<file path="src/rtl/ied_pkg.sv">
`default_nettype none
// ----------------------------------------------------------------------------
// ied_pkg
// Shared types and constants for the integer distance pipeline.
// ----------------------------------------------------------------------------
package ied_pkg;

    // radicand bits consumed by one root cell
    localparam int DIGIT_BITS = 2;

    // one radix-4 digit of the radicand
    typedef logic [DIGIT_BITS-1:0] t_digit;

endpackage
`default_nettype wire

</file>
<file path="src/rtl/ied_prep.sv">
`default_nettype none
// ----------------------------------------------------------------------------
// ied_prep
// Three-stage front end: absolute differences, squares, sum of squares.
// ----------------------------------------------------------------------------
module ied_prep #(
    parameter int CW = 16
) (
    input  wire logic            i_clk,
    input  wire logic            i_rst_n,
    input  wire logic            i_valid,
    output logic                 o_stall,
    input  wire logic [CW-1:0]   i_first_x,
    input  wire logic [CW-1:0]   i_first_y,
    input  wire logic [CW-1:0]   i_second_x,
    input  wire logic [CW-1:0]   i_second_y,
    output logic                 o_valid,
    input  wire logic            i_stall,
    output logic [2*CW:0]        o_sum
);

    logic              r_va, r_vb, r_vc;
    logic [CW-1:0]     r_dx, r_dy;
    logic [2*CW-1:0]   r_sqx, r_sqy;
    logic [2*CW:0]     r_sum;
    logic              adv_a, adv_b, adv_c;
    logic [CW-1:0]     n_dx, n_dy;

    // a stage moves when empty or when the next one moves
    assign adv_c = !r_vc || !i_stall;
    assign adv_b = !r_vb || adv_c;
    assign adv_a = !r_va || adv_b;
    assign o_stall = !adv_a;

    // absolute differences
    always_comb begin
        n_dx = (i_first_x > i_second_x) ? (i_first_x - i_second_x)
                                        : (i_second_x - i_first_x);
        n_dy = (i_first_y > i_second_y) ? (i_first_y - i_second_y)
                                        : (i_second_y - i_first_y);
    end

    // valid flags
    always_ff @(posedge i_clk) begin
        if (!i_rst_n) begin
            r_va <= 1'b0;
            r_vb <= 1'b0;
            r_vc <= 1'b0;
        end else begin
            if (adv_a) r_va <= i_valid;
            if (adv_b) r_vb <= r_va;
            if (adv_c) r_vc <= r_vb;
        end
    end

    // payload stages
    always_ff @(posedge i_clk) begin
        if (adv_a) begin
            r_dx <= n_dx;
            r_dy <= n_dy;
        end
        if (adv_b) begin
            r_sqx <= {{CW{1'b0}}, r_dx} * {{CW{1'b0}}, r_dx};
            r_sqy <= {{CW{1'b0}}, r_dy} * {{CW{1'b0}}, r_dy};
        end
        if (adv_c) begin
            r_sum <= {1'b0, r_sqx} + {1'b0, r_sqy};
        end
    end

    assign o_valid = r_vc;
    assign o_sum   = r_sum;

endmodule
`default_nettype wire

</file>
<file path="src/rtl/ied_root_cell.sv">
`default_nettype none
// ----------------------------------------------------------------------------
// ied_root_cell
// One restoring square-root step: settles one root bit per cell.
// ----------------------------------------------------------------------------
module ied_root_cell #(
    parameter int RW   = 17,
    parameter int STEP = 0
) (
    input  wire logic                                   i_clk,
    input  wire logic                                   i_rst_n,
    input  wire logic                                   i_valid,
    output logic                                        o_stall,
    input  wire logic [ied_pkg::DIGIT_BITS*RW-1:0]      i_rad,
    input  wire logic [RW+1:0]                          i_rem,
    input  wire logic [RW-1:0]                          i_root,
    output logic                                        o_valid,
    input  wire logic                                   i_stall,
    output logic [ied_pkg::DIGIT_BITS*RW-1:0]           o_rad,
    output logic [RW+1:0]                               o_rem,
    output logic [RW-1:0]                               o_root
);
    import ied_pkg::*;

    localparam int RAD_W = DIGIT_BITS * RW;
    localparam int REM_W = RW + 2;
    localparam int DPOS  = RAD_W - 1 - DIGIT_BITS * STEP;

    logic               r_valid;
    logic [RAD_W-1:0]   r_rad;
    logic [REM_W-1:0]   r_rem;
    logic [RW-1:0]      r_root;
    logic               adv;
    t_digit             digit;
    logic [REM_W-1:0]   rem_sh, trial;
    logic               fits;
    logic [REM_W-1:0]   n_rem;
    logic [RW-1:0]      n_root;

    assign adv     = !r_valid || !i_stall;
    assign o_stall = !adv;

    // trial subtract of (4*root + 1) from the shifted remainder
    always_comb begin
        digit  = i_rad[DPOS -: DIGIT_BITS];
        rem_sh = {i_rem[REM_W-DIGIT_BITS-1:0], digit};
        trial  = {i_root, 2'b01};
        fits   = (rem_sh >= trial);
        n_rem  = fits ? (rem_sh - trial) : rem_sh;
        n_root = {i_root[RW-2:0], fits};
    end

    always_ff @(posedge i_clk) begin
        if (!i_rst_n) begin
            r_valid <= 1'b0;
        end else if (adv) begin
            r_valid <= i_valid;
        end
    end

    always_ff @(posedge i_clk) begin
        if (adv) begin
            r_rad  <= i_rad;
            r_rem  <= n_rem;
            r_root <= n_root;
        end
    end

    assign o_valid = r_valid;
    assign o_rad   = r_rad;
    assign o_rem   = r_rem;
    assign o_root  = r_root;

endmodule
`default_nettype wire

</file>
<file path="src/rtl/integer_euclidean_distance.sv">
`default_nettype none
// Pipeline: input word to output word passes three front stages, then one root
//   cell per result bit.
// Throughput: one word per cycle when not stalled; every stage holds its word
//   under stall and empty stages fill while the output waits.
// Reset: synchronous, active low; clears all valid flags, payload is not reset.
// ----------------------------------------------------------------------------
// integer_euclidean_distance
// Floor of the Euclidean distance between two points, via a chain of root cells.
// ----------------------------------------------------------------------------
module integer_euclidean_distance #(
    parameter int COORD_WIDTH = 16
) (
    input  wire logic                    i_clk,
    input  wire logic                    i_rst_n,
    input  wire logic                    i_valid,
    output logic                         o_stall,
    input  wire logic [COORD_WIDTH-1:0]  i_first_x,
    input  wire logic [COORD_WIDTH-1:0]  i_first_y,
    input  wire logic [COORD_WIDTH-1:0]  i_second_x,
    input  wire logic [COORD_WIDTH-1:0]  i_second_y,
    output logic                         o_valid,
    input  wire logic                    i_stall,
    output logic [COORD_WIDTH:0]         o_distance
);
    import ied_pkg::*;

    localparam int RW    = COORD_WIDTH + 1;
    localparam int RAD_W = DIGIT_BITS * RW;
    localparam int SUM_W = 2 * COORD_WIDTH + 1;

    logic               c_valid [0:RW];
    logic               c_stall [0:RW];
    logic [RAD_W-1:0]   c_rad   [0:RW];
    logic [RW+1:0]      c_rem   [0:RW];
    logic [RW-1:0]      c_root  [0:RW];
    logic [SUM_W-1:0]   sum;

    // front end
    ied_prep #(
        .CW (COORD_WIDTH)
    ) u_prep (
        .i_clk      (i_clk),
        .i_rst_n    (i_rst_n),
        .i_valid    (i_valid),
        .o_stall    (o_stall),
        .i_first_x  (i_first_x),
        .i_first_y  (i_first_y),
        .i_second_x (i_second_x),
        .i_second_y (i_second_y),
        .o_valid    (c_valid[0]),
        .i_stall    (c_stall[0]),
        .o_sum      (sum)
    );

    // radicand padded to a whole number of digits
    assign c_rad[0]  = {{(RAD_W-SUM_W){1'b0}}, sum};
    assign c_rem[0]  = '0;
    assign c_root[0] = '0;

    // root cells, most significant result bit first
    for (genvar k = 0; k < RW; k++) begin : g_cell
        ied_root_cell #(
            .RW   (RW),
            .STEP (k)
        ) u_cell (
            .i_clk   (i_clk),
            .i_rst_n (i_rst_n),
            .i_valid (c_valid[k]),
            .o_stall (c_stall[k]),
            .i_rad   (c_rad[k]),
            .i_rem   (c_rem[k]),
            .i_root  (c_root[k]),
            .o_valid (c_valid[k+1]),
            .i_stall (c_stall[k+1]),
            .o_rad   (c_rad[k+1]),
            .o_rem   (c_rem[k+1]),
            .o_root  (c_root[k+1])
        );
    end

    // last cell doubles as the output register
    assign c_stall[RW] = i_stall;
    assign o_valid     = c_valid[RW];
    assign o_distance  = c_root[RW];

endmodule
`default_nettype wire
</file>
<file path="config.mk">
export PLATFORM = sky130hd
export DESIGN_NAME = integer_euclidean_distance
export DESIGN_NICKNAME = d
export VERILOG_FILES = /design/src/rtl/ied_pkg.sv /design/src/rtl/ied_prep.sv /design/src/rtl/ied_root_cell.sv /design/src/rtl/integer_euclidean_distance.sv
export SDC_FILE = /design/constraint.sdc
export NUM_CORES = 2
export LEC_CHECK = 0
export BUFFER_PORTS_ARGS = -buffer_cell sky130_fd_sc_hd__buf_2
export CAP_MARGIN = 20
export CORE_ASPECT_RATIO = 2
export CORE_UTILIZATION = 38
export CTS_CLUSTER_DIAMETER = 60
export DETAILED_ROUTE_END_ITERATION = 6
export GPL_TIMING_DRIVEN = 0
export SYNTH_ARGS = -nofsm -noshare
export SYNTH_HDL_FRONTEND = slang
export SYNTH_HIERARCHICAL = 1
export SYNTH_SLANG_ARGS = --single-unit
</file>
<file path="constraint.sdc">
create_clock -name i_clk -period 72.1 [get_ports i_clk]
set_clock_uncertainty 0.15 [all_clocks]
set_input_delay 3.605 -clock i_clk [delete_from_list [all_inputs] [get_ports i_clk]]
set_output_delay 3.605 -clock i_clk [all_outputs]
set_load 0.005 [all_outputs]
</file>
# --- Yosys cells after proc, flatten, opt, wreduce, memory -nomap -nowiden ---
# Index checks and enable logic that the tools add are counted.
op_classes:
  addsub: 21
  n_mul: 2
  magnitude_cmp: 19
  mux: 18
  n_reduce_logical: 42
ops:
  columns: ["op", "count"]
  rows:
  - ["17-bit 2-to-1 mux", 15]
  - ["16-bit by 16-bit multiplier with 32-bit output", 2]
  - ["16-bit subtractor", 4]
  - ["32-bit by 32-bit adder with 33-bit output", 1]
  - ["16-bit > comparator", 2]
  - ["16-bit 2-to-1 mux", 2]
  - ["1-bit logical NOT", 22]
  - ["1-bit logical OR", 20]
  - ["19-bit by 10-bit greater-or-equal comparator with 1-bit output", 1]
  - ["19-bit by 11-bit greater-or-equal comparator with 1-bit output", 1]
  - ["19-bit by 12-bit greater-or-equal comparator with 1-bit output", 1]
  - ["19-bit by 13-bit greater-or-equal comparator with 1-bit output", 1]
  - ["19-bit by 14-bit greater-or-equal comparator with 1-bit output", 1]
  - ["19-bit by 15-bit greater-or-equal comparator with 1-bit output", 1]
  - ["19-bit by 16-bit greater-or-equal comparator with 1-bit output", 1]
  - ["19-bit by 17-bit greater-or-equal comparator with 1-bit output", 1]
  - ["19-bit by 18-bit greater-or-equal comparator with 1-bit output", 1]
  - ["19-bit by 3-bit greater-or-equal comparator with 1-bit output", 1]
  - ["19-bit by 4-bit greater-or-equal comparator with 1-bit output", 1]
  - ["19-bit by 5-bit greater-or-equal comparator with 1-bit output", 1]
  - ["19-bit by 6-bit greater-or-equal comparator with 1-bit output", 1]
  - ["19-bit by 7-bit greater-or-equal comparator with 1-bit output", 1]
  - ["19-bit by 8-bit greater-or-equal comparator with 1-bit output", 1]
  - ["19-bit by 9-bit greater-or-equal comparator with 1-bit output", 1]
  - ["other kinds (18)", 18]
totals:
  reg_bits: 831
  output_inout_bits: 19
  elab_cells: 177

# --- Depth between registers and ports, before layout ---
logic_depth:
  ltp_word: 22
  ltp_mapped: 38

# --- Modules after synthesis ---
# The synthesis kept the hierarchy.
by_module_without_submodules:
  columns: ["mod", "instances", "cells_per_inst", "area_each_um2", "seq_area_each_um2"]
  rows:
  - ["ied_root_cell", 17, 232, 3299.4, 2122.0]
  - ["ied_prep", 1, 2463, 23044.6, 3873.7]
  - ["integer_euclidean_distance", 1, 1, 3.8, 0.0]

# --- Least setup slack after synthesis ---
# Ideal clock, no wire load.
synth_path:
  kind: "input -> output"
  startpoint: "input port i_stall"
  endpoint: "output port o_stall"
  arrival_ns: 34.782
  path_slack_ns: 33.563
  cell_stages: 37
  path_cell_list: "nand2_1 -> inv_1 -> nand2_1 -> inv_1 -> nand2_1 -> inv_1 -> nand2_1 -> inv_1 -> nand2_1 -> inv_1 -> nand2_1 -> inv_1 -> nand2_1 -> inv_1 -> nand2_1 -> inv_1 -> nand2_1 -> inv_1 -> nand2_1 -> inv_1 -> nand2_1 -> inv_1 -> nand2_1 -> inv_1 -> nand2_1 -> inv_1 -> nand2_1 -> inv_1 -> nand2_1 -> inv_1 -> nand2_1 -> inv_1 -> nand2_1 -> inv_1 -> and3_1 -> nand2_1 -> inv_1"
synth_between:
  elab_chain_cells: 22
synth_rtl:
  columns: ["element", "line_no", "rtl"]
  rows:
  - ["from (decl)", "integer_euclidean_distance.sv:23", "input wire logic i_stall,"]
  - ["1-bit logical NOT", "ied_root_cell.sv:40", "assign adv = !r_valid || !i_stall;"]
  - ["1-bit logical OR (17 in series)", "ied_root_cell.sv:40", null]
  - ["1-bit logical OR", "ied_prep.sv:30", "assign adv_c = !r_vc || !i_stall;"]
  - ["1-bit logical OR", "ied_prep.sv:31", "assign adv_b = !r_vb || adv_c;"]
  - ["1-bit logical OR", "ied_prep.sv:32", "assign adv_a = !r_va || adv_b;"]
  - ["1-bit logical NOT", "ied_prep.sv:33", "assign o_stall = !adv_a;"]
  - ["to (decl)", "integer_euclidean_distance.sv:17", "output logic o_stall,"]
# No other way between the ends.

# --- Worst setup path in the final report ---
# Ends and elaborated chain as after synthesis.

==> reports/metrics.yaml <==
layout-drive-gt1-share: 0.1088
first_pass_iters: 7
status: "completed"
holdCritStartpoint: "g_cell[5].u_cell/o_rad[19]$_DFFE_PN_"
cp-end-kind: "output port"
grt_use_total: 0.1912
fillers: 16480
antenna_found_initial: 9
regToRegStartpoint: "g_cell[16].u_cell/o_valid$_SDFFE_PN0N_"
grt_pass1_vias: 47730
post-route-drc-count: 0
final_hold_viol_count: 0
startpoint: "i_stall"
drtAntennaViolNets: 0
cap_violations: 0
fp.dieArea_um2: 176800
drv_slew: 0
drt-initial-drc-count: 1583
vias_per_cell: 5.091
hpwl_um: 141600
finalNetCount: 7072
port_buffers: 86
rsz0062_at_grt: "false"
hold_buffers: 0
start_util: 0.3834
wl_per_cell_um: 19.99
layout_common_cells: "960 x edfxtp_1, 958 x inv_1, 615 x ha_1"
crit_path_top_delay_cell: "nand2_2"
die_x_um: 297.8
min_path_type: "reg -> reg"
core_area_um2: 173500
worst-path-buf-inv: 28
yosys_warnings: 6
fmax_ghz: 0.05098
routabilityCongestion: 0.9635
synth.avg_cell_area_um2: 11.49
mappedNetlistArea_um2: 66520
tns_ns: 0
totalWireLength_um: 168700
postCtsSetupRepairBufs: 0
grt_overflow: 0
syn_inst: 5789
clk_pin_slew_ns: 0.06
start_kind: "primary input"
vias: 42960
critical_path_arrival_ns: 15.86
path_class: "in -> out"
critPathMaxFanout: 65
grt_pass1_wl_um: 255500
insertion_delay_ns: 0.73
crit_top_cell: "inv_1"
worst_slew_pin_slew_ns: 1.166
cts_max_level: 3
clock_sinks: 980
cts-root-buf: "clkbuf_16"
post-route-min-period_ns: 19.62
cts_tree: "built"
period_share: 0.2721
post_cts_resized: 0
setup_viol: 0
die_height_um: 593.7
rows: 216
ctsLongestPathBuffers: 3
fin_util: 0.4246
cp_top_family: "simple AND/OR/NAND/NOR gates"
cts_inserted_buffers: 99
grt_max_degree: 66
worst_path_largest_cell_delay_ns: 0.70
mostFrequentLayoutCell: "edfxtp_1"
cp.required_ns: 68.34
syn2layout_area_growth_pct: 10.76
whs_ns: 0.2483
ioPinCount: 87
maxSlewHeadroom: 0.2143
-- layer usage --
layer / wire length [um] / up-vias / global-route usage / part of all wire
li1: - / 20500 / - / -
met1: 41520 / 21010 / 0.1195 / 0.25
met2: 104900 / 882 / 0.4213 / 0.62
met3: 3719 / 567 / 0.02218 / 0.022
met4: 18500 / 4 / 0.1884 / 0.11
met5: 21 / - / 0 / 0.00012
-- final timing paths --
check | cells after the start | endpoint | slack, ns
setup / recovery | 47 | o_stall | 52.48
hold / removal | 0 | g_cell[6].u_cell/o_rad[19]$_DFFE_PN_ | 0.25
setup reg to reg | 44 | u_prep/r_sqx[20]$_DFFE_PP_ | 59.11
hold reg to reg | 0 | g_cell[6].u_cell/o_rad[19]$_DFFE_PN_ | 0.25
-- registers in the layout, indices dropped and copies added, names as in the netlist --
signal and cells:
u_prep/r_sqy 31, g_cell.u_cell/o_rad 272, u_prep/r_dx 16, u_prep/r_vb 1, u_prep/r_va 1, g_cell.u_cell/o_rem 272, g_cell.u_cell/o_root 289, u_prep/r_dy 16
u_prep/o_sum 33, u_prep/r_sqx 31, g_cell.u_cell/o_valid 17, u_prep/o_valid 1
-- stage by stage --
| stage | instances | setup WS [ns] | area [um2] |
|---|---|---|---|
| 2_1_floorplan | 5855 | 41.81 | 66760 |
| 3_3_place_gp | 8230 | 32.56 | 70060 |
| 3_5_place_dp | 8245 | 52.02 | 70430 |
| 4_1_cts | 8431 | 51.99 | 73660 |
| 5_1_grt | 8437 | 50.91 | 73670 |
| 6_report | 8438 | 52.48 | 73670 |
-- final cells by class --
class                      count  area, um2  share of cell area
antenna                        7      17.52           0.0002378
tap                         2289       2864             0.03887
buffer                       131      764.5             0.01038
inverter                     959       3600             0.04886
timing repair buffer         101      745.7             0.01012
multi-input combinational   3785      33230              0.4510
sequential                   980      29230              0.3967
clock inverter                64      629.4            0.008543
clock buffer                 122       2595             0.03522
-- worst reg2reg max path, delay by kind of cell, from the launching register on --
family,cells,cell delay (ns)
buffers and inverters,26,4.83
flip-flops,1,0.31
AND/OR/NAND/NOR,18,7.34
Power is left out: the tool's default activity adds up to more than one toggle a clock period on the data nets, which glitch-free logic cannot reach.
